===== config.mk =====
export PLATFORM = sky130hd
export DESIGN_NAME = packed_bit_field_unpacker_flat
export DESIGN_NICKNAME = d
export VERILOG_FILES = /design/src/rtl/pbfu_pkg.sv /design/src/rtl/pbfu_ifs.sv /design/src/rtl/pbfu_datapath.sv /design/src/rtl/pbfu_ctrl.sv /design/src/rtl/packed_bit_field_unpacker.sv /design/src/flat_wrapper.sv
export SDC_FILE = /design/constraint.sdc
export NUM_CORES = 1
export LEC_CHECK = 0
export BUFFER_PORTS_ARGS = -buffer_cell sky130_fd_sc_hd__buf_4
export CAP_MARGIN = 10
export CORE_MARGIN = 2
export CORE_UTILIZATION = 60
export CTS_BUF_LIST = sky130_fd_sc_hd__clkbuf_16
export CTS_CLUSTER_SIZE = 8
export DETAILED_ROUTE_END_ITERATION = 16
export PLACE_DENSITY = 0.81
export SKIP_LAST_GASP = 1
export SYNTH_ARGS = -nofsm -noshare
export SYNTH_HDL_FRONTEND = slang
export SYNTH_SLANG_ARGS = --single-unit
export TNS_END_PERCENT = 5

===== constraint.sdc =====
create_clock -name i_clk -period 7.9 [get_ports i_clk]
set_input_delay 1.185 -clock i_clk [delete_from_list [all_inputs] [get_ports i_clk]]
set_output_delay 1.185 -clock i_clk [all_outputs]
set_load 0.02 [all_outputs]

===== src/rtl/pbfu_pkg.sv =====
`timescale 1ns / 1ps

package pbfu_pkg;

    localparam int WORD_BITS      = 32;
    localparam int MAX_FIELD_BITS = 32;
    // count width: holds 0..WORD_BITS
    localparam int CNT_BITS       = $clog2(WORD_BITS + 1);
    // accumulator: leftover bits (at most WORD_BITS-1) followed by one word
    localparam int ACC_BITS       = 2 * WORD_BITS - 1;
    localparam int TOTAL_BITS     = $clog2(ACC_BITS + 1);

    localparam logic [CNT_BITS-1:0] BPP_RESET   = CNT_BITS'(16);
    localparam logic [CNT_BITS-1:0] WIDTH_MAX   = CNT_BITS'(MAX_FIELD_BITS);
    localparam logic [CNT_BITS-1:0] WORD_COUNT  = CNT_BITS'(WORD_BITS);

    localparam logic MODE_DATA   = 1'b0;
    localparam logic MODE_BITMAP = 1'b1;
    localparam logic KIND_DATA   = 1'b0;
    localparam logic KIND_FLAG   = 1'b1;

    typedef enum logic [0:0] {
        ST_IDLE,
        ST_RUN
    } t_state;

    typedef struct packed {
        logic load;
        logic step;
        logic finish;
    } t_dp_cmd;

    typedef struct packed {
        logic more;
        logic last_next;
    } t_dp_status;

endpackage


===== src/rtl/pbfu_ifs.sv =====
`timescale 1ns / 1ps

interface pbfu_in_if;
    logic        valid;
    logic        ready;
    logic        mode;
    logic [31:0] word;
    logic [5:0]  bitmap_bits_used;

    modport source (output valid, mode, word, bitmap_bits_used, input ready);
    modport sink   (input valid, mode, word, bitmap_bits_used, output ready);
endinterface

interface pbfu_out_if;
    logic        valid;
    logic        ready;
    logic [31:0] value;
    logic        kind;
    logic        last;

    modport source (output valid, value, kind, last, input ready);
    modport sink   (input valid, value, kind, last, output ready);
endinterface


===== src/rtl/pbfu_datapath.sv =====
`timescale 1ns / 1ps

module pbfu_datapath
    import pbfu_pkg::*;
(
    input  logic                 i_clk,
    input  logic                 i_rst_n,
    input  t_dp_cmd              i_cmd,
    output t_dp_status           o_status,
    input  logic                 i_cfg_wr_en,
    input  logic [CNT_BITS-1:0]  i_cfg_wr_data,
    input  logic                 i_mode,
    input  logic [WORD_BITS-1:0] i_word,
    input  logic [CNT_BITS-1:0]  i_bitmap_bits_used,
    output logic [WORD_BITS-1:0] o_value,
    output logic                 o_kind,
    output logic                 o_last
);

    logic [CNT_BITS-1:0]   r_bpp,   n_bpp;
    logic [ACC_BITS-1:0]   r_acc,   n_acc;
    logic [TOTAL_BITS-1:0] r_total, n_total;
    logic                  r_kind,  n_kind;
    logic [CNT_BITS-1:0]   r_cnt,   n_cnt;
    logic [WORD_BITS-1:0]  r_value, n_value;
    logic                  r_okind, n_okind;
    logic                  r_olast, n_olast;

    logic [CNT_BITS-1:0]   w_data;
    logic [CNT_BITS-1:0]   w_eff;
    logic [TOTAL_BITS-1:0] shift;
    logic [ACC_BITS-1:0]   shifted;
    logic [WORD_BITS-1:0]  fmask;
    logic [WORD_BITS-1:0]  field;
    logic [WORD_BITS-1:0]  value;
    logic [CNT_BITS-1:0]   used_clip;

    always_comb begin
        if (r_bpp == '0) begin
            w_data = CNT_BITS'(1);
        end else if (r_bpp > WIDTH_MAX) begin
            w_data = WIDTH_MAX;
        end else begin
            w_data = r_bpp;
        end
        w_eff     = r_kind ? CNT_BITS'(1) : w_data;
        shift     = r_total - TOTAL_BITS'(w_eff);
        shifted   = r_acc >> shift;
        fmask     = {WORD_BITS{1'b1}} >> (WORD_COUNT - w_eff);
        field     = shifted[WORD_BITS-1:0] & fmask;
        value     = r_kind ? {{(WORD_BITS-1){1'b0}}, ~field[0]} : field;
        used_clip = (i_bitmap_bits_used > WORD_COUNT) ? WORD_COUNT : i_bitmap_bits_used;

        o_status.more      = r_kind ? (r_cnt != '0) : (r_total >= TOTAL_BITS'(w_data));
        o_status.last_next = r_kind ? (r_cnt == CNT_BITS'(1)) : (shift < TOTAL_BITS'(w_data));
    end

    always_comb begin
        n_bpp   = r_bpp;
        n_acc   = r_acc;
        n_total = r_total;
        n_kind  = r_kind;
        n_cnt   = r_cnt;
        n_value = r_value;
        n_okind = r_okind;
        n_olast = r_olast;

        if (i_cfg_wr_en) begin
            // a width change drops any leftover bits
            n_bpp   = i_cfg_wr_data;
            n_total = '0;
        end

        if (i_cmd.load) begin
            if (i_mode == MODE_BITMAP) begin
                n_acc   = {{(ACC_BITS-WORD_BITS){1'b0}}, i_word};
                n_total = TOTAL_BITS'(WORD_BITS);
                n_kind  = KIND_FLAG;
                n_cnt   = used_clip;
            end else begin
                // append the word below the leftover bits
                n_acc   = {r_acc[ACC_BITS-WORD_BITS-1:0], i_word};
                n_total = r_total + TOTAL_BITS'(WORD_BITS);
                n_kind  = KIND_DATA;
                n_cnt   = '0;
            end
        end

        if (i_cmd.step) begin
            n_value = value;
            n_okind = r_kind;
            n_olast = o_status.last_next;
            n_total = shift;
            n_cnt   = r_cnt - CNT_BITS'(1);
        end

        // a bitmap word leaves no data bits behind
        if (i_cmd.finish && r_kind) begin
            n_total = '0;
        end
    end

    always_ff @(posedge i_clk) begin
        if (!i_rst_n) begin
            r_bpp   <= BPP_RESET;
            r_total <= '0;
            r_kind  <= KIND_DATA;
            r_cnt   <= '0;
        end else begin
            r_bpp   <= n_bpp;
            r_total <= n_total;
            r_kind  <= n_kind;
            r_cnt   <= n_cnt;
        end
    end

    always_ff @(posedge i_clk) begin
        r_acc   <= n_acc;
        r_value <= n_value;
        r_okind <= n_okind;
        r_olast <= n_olast;
    end

    assign o_value = r_value;
    assign o_kind  = r_okind;
    assign o_last  = r_olast;

endmodule


===== src/rtl/pbfu_ctrl.sv =====
`timescale 1ns / 1ps

module pbfu_ctrl
    import pbfu_pkg::*;
(
    input  logic       i_clk,
    input  logic       i_rst_n,
    input  logic       i_in_valid,
    output logic       o_in_ready,
    output logic       o_out_valid,
    input  logic       i_out_ready,
    output t_dp_cmd    o_cmd,
    input  t_dp_status i_status
);

    t_state r_state, n_state;
    logic   r_out_valid, n_out_valid;
    logic   can_emit;

    always_ff @(posedge i_clk) begin
        if (!i_rst_n) begin
            r_state     <= ST_IDLE;
            r_out_valid <= 1'b0;
        end else begin
            r_state     <= n_state;
            r_out_valid <= n_out_valid;
        end
    end

    always_comb begin
        n_state     = r_state;
        n_out_valid = r_out_valid && !i_out_ready;
        o_cmd       = '0;
        o_in_ready  = 1'b0;
        can_emit    = !r_out_valid || i_out_ready;

        case (r_state)
            ST_IDLE: begin
                o_in_ready = i_rst_n;
                if (i_in_valid && i_rst_n) begin
                    o_cmd.load = 1'b1;
                    n_state    = ST_RUN;
                end
            end
            ST_RUN: begin
                if (!i_status.more) begin
                    o_cmd.finish = 1'b1;
                    n_state      = ST_IDLE;
                end else if (can_emit) begin
                    o_cmd.step  = 1'b1;
                    n_out_valid = 1'b1;
                    if (i_status.last_next) begin
                        o_cmd.finish = 1'b1;
                        n_state      = ST_IDLE;
                    end
                end
            end
            default: begin
                n_state = ST_IDLE;
            end
        endcase
    end

    assign o_out_valid = r_out_valid;

endmodule


===== src/rtl/packed_bit_field_unpacker.sv =====
`timescale 1ns / 1ps
// Flow: a taken word is loaded into the accumulator; each result is extracted and registered.
// Throughput: one result per cycle from a shared field extractor while the output is not
// stalled; the next word is taken only after every result of the current word is extracted.
// Output stalls hold the extractor; the next word is taken while the last result waits.
// Reset (synchronous, active low): no leftover bits, field width 16, output empty.

module packed_bit_field_unpacker
    import pbfu_pkg::*;
(
    input  logic                i_clk,
    input  logic                i_rst_n,
    pbfu_in_if.sink             i_in,
    pbfu_out_if.source          o_out,
    input  logic                i_cfg_wr_en,
    input  logic [CNT_BITS-1:0] i_cfg_wr_data
);

    t_dp_cmd    cmd;
    t_dp_status status;

    pbfu_ctrl u_ctrl (
        .i_clk       (i_clk),
        .i_rst_n     (i_rst_n),
        .i_in_valid  (i_in.valid),
        .o_in_ready  (i_in.ready),
        .o_out_valid (o_out.valid),
        .i_out_ready (o_out.ready),
        .o_cmd       (cmd),
        .i_status    (status)
    );

    pbfu_datapath u_datapath (
        .i_clk              (i_clk),
        .i_rst_n            (i_rst_n),
        .i_cmd              (cmd),
        .o_status           (status),
        .i_cfg_wr_en        (i_cfg_wr_en),
        .i_cfg_wr_data      (i_cfg_wr_data),
        .i_mode             (i_in.mode),
        .i_word             (i_in.word),
        .i_bitmap_bits_used (i_in.bitmap_bits_used),
        .o_value            (o_out.value),
        .o_kind             (o_out.kind),
        .o_last             (o_out.last)
    );

endmodule


===== src/flat_wrapper.sv =====
// flat-port wrapper written by rule: the top's interface ports become plain ports
module packed_bit_field_unpacker_flat import pbfu_pkg::*;
  (i_clk, i_rst_n, i_cfg_wr_en, i_cfg_wr_data, i_in_valid, i_in_mode, i_in_word, i_in_bitmap_bits_used, i_in_ready, o_out_valid, o_out_value, o_out_kind, o_out_last, o_out_ready);
  pbfu_in_if i_in_i ();
  pbfu_out_if o_out_i ();
  input  logic i_clk;
  input  logic i_rst_n;
  input  logic i_cfg_wr_en;
  input  logic [CNT_BITS-1:0] i_cfg_wr_data;
  input wire logic [$bits(i_in_i.valid)-1:0] i_in_valid;
  input wire logic [$bits(i_in_i.mode)-1:0] i_in_mode;
  input wire logic [$bits(i_in_i.word)-1:0] i_in_word;
  input wire logic [$bits(i_in_i.bitmap_bits_used)-1:0] i_in_bitmap_bits_used;
  output wire logic [$bits(i_in_i.ready)-1:0] i_in_ready;
  output wire logic [$bits(o_out_i.valid)-1:0] o_out_valid;
  output wire logic [$bits(o_out_i.value)-1:0] o_out_value;
  output wire logic [$bits(o_out_i.kind)-1:0] o_out_kind;
  output wire logic [$bits(o_out_i.last)-1:0] o_out_last;
  input wire logic [$bits(o_out_i.ready)-1:0] o_out_ready;
  assign i_in_i.valid = i_in_valid;
  assign i_in_i.mode = i_in_mode;
  assign i_in_i.word = i_in_word;
  assign i_in_i.bitmap_bits_used = i_in_bitmap_bits_used;
  assign i_in_ready = i_in_i.ready;
  assign o_out_valid = o_out_i.valid;
  assign o_out_value = o_out_i.value;
  assign o_out_kind = o_out_i.kind;
  assign o_out_last = o_out_i.last;
  assign o_out_i.ready = o_out_ready;
  packed_bit_field_unpacker u_core (.i_clk(i_clk), .i_rst_n(i_rst_n), .i_in(i_in_i), .o_out(o_out_i), .i_cfg_wr_en(i_cfg_wr_en), .i_cfg_wr_data(i_cfg_wr_data));
endmodule

==> summary.log <==
INFO  run_status     outcome=finished, final reports clean
INFO  placed_design  placed_cells_incl_taps=1,060
INFO  yosys          syn-mean-instance-area=10.5um2
INFO  sta            hold_violations=0
INFO  floorplan      die_w=126um
INFO  cells_and_area layout.cells.non_filler=1,092
INFO  setup_path     r2r_start=u_core.u_datapath.r_bpp[4]$_SDFFE_PN1P_
INFO  setup_path     critical_path_arrival=5.38ns
INFO  setup_path     worstSetupPathType=register to register
INFO  placed_design  count_of_input_and_output_buffers=85
INFO  yosys          synth_top_flop_cell=edfxtp_1
INFO  detailed_routing drt_iter0_markers=778
INFO  sta            worst_skew=0.00872ns
INFO  placed_design  pre_cts_ws=2.89ns
INFO  clock_network  cts.repair.resized=0
INFO  yosys          async_reset_ff_share=0%
INFO  sta            final_critical_path_setup_slack=2.81ns
INFO  global_route   grt_usage=27.4%
INFO  cells_and_area antenna_cells_inserted=0
INFO  yosys          synthCells=844
INFO  yosys          multiplexer_fraction_of_the_synthesized_cell_area=23.9%
INFO  global_route   first_global_vias=6,360
INFO  yosys          synth.ff_latch_count=118
INFO  detailed_routing dr_total_vias=6,942
INFO  cells_and_area finalNetCount=968
INFO  sta            max_freq=196MHz
INFO  yosys          synth_seq_area_share=37.6%
INFO  floorplan      initial_cell_density_of_the_core=61.2%
INFO  yosys          net_count_after_synthesis=917
INFO  global_route   total_congestion_overflow_after_global_routing=0
INFO  yosys          synth-xor-area-share=1.40%
INFO  setup_path     worstSetupEndpoint=u_core.u_datapath.r_total[2]$_SDFFE_PP0P_
INFO  detailed_routing routed_wl=21,300um
INFO  floorplan      core_region_area=14,500um2
INFO  detailed_routing dr.pass1.iters=5
INFO  global_route   first_pass_grt_wire_length=34,100um
INFO  clock_network  cts.root.buffer_cell=clkbuf_16
INFO  setup_path     start_kind=register
INFO  yosys          synth-compound-area-share=12.6%
INFO  detailed_routing detail-route-antenna-nets=0
INFO  power_and_ir_drop finalPower=2.90mW
INFO  setup_path     timing.rr.end=u_core.u_datapath.r_total[2]$_SDFFE_PP0P_
INFO  cells_and_area layout-drive-gt1-share=20.2%
INFO  yosys          synth_adder_area_share=3.33%
INFO  detailed_routing drc=0
INFO  sta            timing_worst_slew_pin_value=0.929ns
INFO  clock_network  worst_skew_pair.late_latency=0.43ns
INFO  power_and_ir_drop leakagePower=4.10nW
INFO  floorplan      placementRows=44
INFO  clock_network  postCtsSetupBuffers=0
INFO  global_route   grt_max_degree=67
INFO  clock_network  path_clk_slew=0.06ns
INFO  setup_path     setup.worst_path.end_class=register
INFO  yosys          netlist-cell-type-count=69
INFO  flow_run       number_of_max_cap_violations=0
INFO  yosys          synth-simple-area-share=14.6%
INFO  clock_network  tritoncts=yes
INFO  sta            slew_headroom=38.1%
INFO  power_and_ir_drop pwr_density_cell=291nW/um2
INFO  setup_path     crit_start=u_core.u_datapath.r_bpp[4]$_SDFFE_PN1P_
INFO  setup_path     cp.required=8.19ns
INFO  placed_design  gp_congestion=0.898
INFO  clock_network  numClockSinks=118
INFO  floorplan      die_footprint=15,800um2
INFO  floorplan      die_h=126um
INFO  setup_path     critical_path.max_fanout=51
INFO  setup_path     worst-r2r-setup-slack=2.81ns
INFO  clock_network  htree_levels=4
INFO  yosys          post_synth_edffs=97
INFO  placed_design  dp_hpwl=15,200um
INFO  detailed_routing wl_per_cell=19.5um
INFO  setup_path     ff2ff_path_depth=19
INFO  cells_and_area p_r_area_growth_vs_syn=12.1%
INFO  power_and_ir_drop maximum_vdd_drop=167uV
INFO  sta            final_critical_path_required_period=5.09ns
INFO  yosys          yosysWarnings=0
INFO  global_route   initial_antenna_violation_count=0
INFO  floorplan      num_io_pins=86
INFO  clock_network  cts_hold_repair.buffers=0
INFO  sta            slew_viol_final=0
INFO  sta            final.period_utilization=64.4%
INFO  yosys          synth.cell_area=8860um2
INFO  detailed_routing via_per_inst=6.36
INFO  sta            setup_total_negative_slack=0ns
INFO  min_path       holdCritPathClass=register to register
INFO  sta            finalSetupViolations=0
INFO  clock_network  cts_made_buffers=17
INFO  sta            grt_setup_unrepaired=no
INFO  clock_network  cts.path.max_buffers=2
INFO  yosys          synth_top_family_by_area=multiplexers
cell families after synthesis:
| group | Yosys count |
|---|---|
| flip-flops | 118 |
| adder cells (fa/ha/maj) | 23 |
| XOR/XNOR | 9 |
| buffers and inverters | 88 |
| multiplexers | 162 |
| AND/OR/NAND/NOR | 281 |
| AO/OA/AOI/OAI | 163 |
metal layers:
| metal | GRT usage [%] | vias up | wire length [um] | part of all wire [%] |
|---|---|---|---|---|
| met4 | 13.9 | 0 | 842 | 4.0 |
| met3 | 6.03 | 52 | 1660 | 7.8 |
| li1 | - | 3278 | - | - |
| met1 | 39.3 | 3279 | 9330 | 44 |
| met2 | 39.1 | 333 | 9480 | 44 |
| met5 | 0 | - | 0 | 0 |
placed cells by master, fill, tap and decap left out, drive strengths merged, types with 6 or more instances in the layout:
cell type | netlist | final
nor2b | 39 | 39
edfxtp | 97 | 97
mux4 | 37 | 37
nor3 | 22 | 22
nor4 | 8 | 8
xnor2 | 6 | 6
a21oi | 49 | 49
buf | 47 | 94
o22ai | 6 | 6
o21a | 6 | 6
clkbuf | 15 | 21
o21ai | 22 | 22
and3 | 8 | 8
nor2 | 75 | 75
a2111oi | 9 | 9
nand2 | 100 | 100
ha | 22 | 22
mux2 | 8 | 8
dfxtp | 21 | 21
a211oi | 31 | 31
a21o | 6 | 6
inv | 25 | 33
mux2i | 117 | 117
nand3 | 11 | 11
a31oi | 9 | 9
power by group:
| group | switching, mW | leakage (nW) | internal (mW) |
|---|---|---|---|
| registers | 0.0278 | 1.07 | 0.747 |
| clock network | 0.271 | 0.307 | 0.466 |
| logic | 0.849 | 2.72 | 0.536 |
| total | 1.15 | 4.10 | 1.75 |
area by class of cell:
| type | instances | area (um2) |
|---|---|---|
| multi-input cells | 638 | 5000 |
| inverters | 26 | 100 |
| flip-flops and latches | 118 | 3330 |
| clock inverters | 11 | 48.8 |
| fillers | 1103 | 4540 |
| well taps | 184 | 230 |
| repair buffers | 94 | 706 |
| clock buffers | 21 | 526 |
cells in the mapped netlist, types with 3 or more instances:
cell,number,share of area (%)
dfxtp_1,21,4.7
mux2_2,8,1.0
buf_2,24,1.4
clkbuf_1,11,0.47
inv_2,4,0.17
o221ai_1,4,0.40
o21a_1,6,0.51
mux4_2,31,7.9
edfxtp_1,97,33
buf_6,10,1.3
buf_4,5,0.42
buf_12,4,0.90
a21o_1,5,0.42
xnor2_1,3,0.30
clkbuf_8,4,0.62
nor4_1,8,0.56
xor2_1,3,0.30
mux2i_1,117,13
a2111oi_1,4,0.45
ha_1,22,3.1
nor2_1,75,3.2
or3_1,3,0.21
inv_1,20,0.85
nor2b_1,39,2.8
a31oi_1,9,0.64
nand2_1,99,4.2
a311oi_1,4,0.40
mux4_1,6,1.8
nor3_1,22,1.2
a21oi_1,48,2.7
nand3_1,11,0.62
o21ai_0,20,1.1
a2111oi_2,4,0.68
and3_1,8,0.56
o22ai_1,6,0.42
nand2b_1,5,0.35
or2_2,3,0.21
a211oi_1,31,2.6
worst max-delay path, stage by stage, from the launching register on:
cell and delay (ns):
dfxtp_1 0.36, nor4_1 0.37, nor2_1 0.08, nor2_1 0.12, or2_2 0.17, ha_4 0.14, inv_1 0.05, fa_4 0.51
a21o_1 0.18, a21oi_1 0.32, xor2_4 0.16, buf_4 0.44, inv_2 0.46, ha_1 0.44, and4_1 0.18, o21ai_0 0.11
a32o_1 0.22, nand2_1 0.07, a31oi_1 0.46, a21oi_1 0.08
registers in the layout, indices dropped and copies added (netlist names):
signal                     flops
u_core.u_datapath.o_last       1
u_core.u_datapath.o_kind       1
u_core.u_datapath.r_acc       63
u_core.u_datapath.r_total      6
u_core.u_ctrl.r_state          1
u_core.u_datapath.r_cnt        6
u_core.u_ctrl.o_out_valid      1
u_core.u_datapath.r_kind       1
u_core.u_datapath.r_bpp        6
u_core.u_datapath.o_value     32
per-stage QoR:
step | utilization, % | cell area, um2 | hold slack [ns]
floorplan | - | 8860 | 0.448
global placement | 64.7 | 9370 | 0.471
detailed placement | 64.7 | 9370 | 0.475
CTS | 68.7 | 9940 | 0.482
global route | 68.7 | 9940 | 0.504
finish | 68.7 | 9940 | 0.483
worst min-delay path by stage:
stage / depth (start not counted) / slack [ns] / to / startpoint
6_report: 2 / 0.48 / u_core.u_datapath.r_total[0]$_SDFFE_PP0P_ / u_core.u_datapath.r_total[0]$_SDFFE_PP0P_
2_1_floorplan: 2 / 0.45 / u_core.u_datapath.r_total[0]$_SDFFE_PP0P_ / u_core.u_datapath.r_total[0]$_SDFFE_PP0P_
3_3_place_gp: 2 / 0.47 / u_core.u_datapath.r_total[0]$_SDFFE_PP0P_ / u_core.u_datapath.r_total[0]$_SDFFE_PP0P_
4_1_cts: 2 / 0.48 / u_core.u_datapath.r_total[0]$_SDFFE_PP0P_ / u_core.u_datapath.r_total[0]$_SDFFE_PP0P_
5_1_grt: 2 / 0.50 / u_core.u_datapath.r_cnt[5]$_SDFFE_PN0P_ / u_core.u_datapath.r_cnt[5]$_SDFFE_PN0P_
3_5_place_dp: 2 / 0.47 / u_core.u_datapath.r_total[0]$_SDFFE_PP0P_ / u_core.u_datapath.r_total[0]$_SDFFE_PP0P_
No activity file was read; power rests on OpenSTA's default activity.
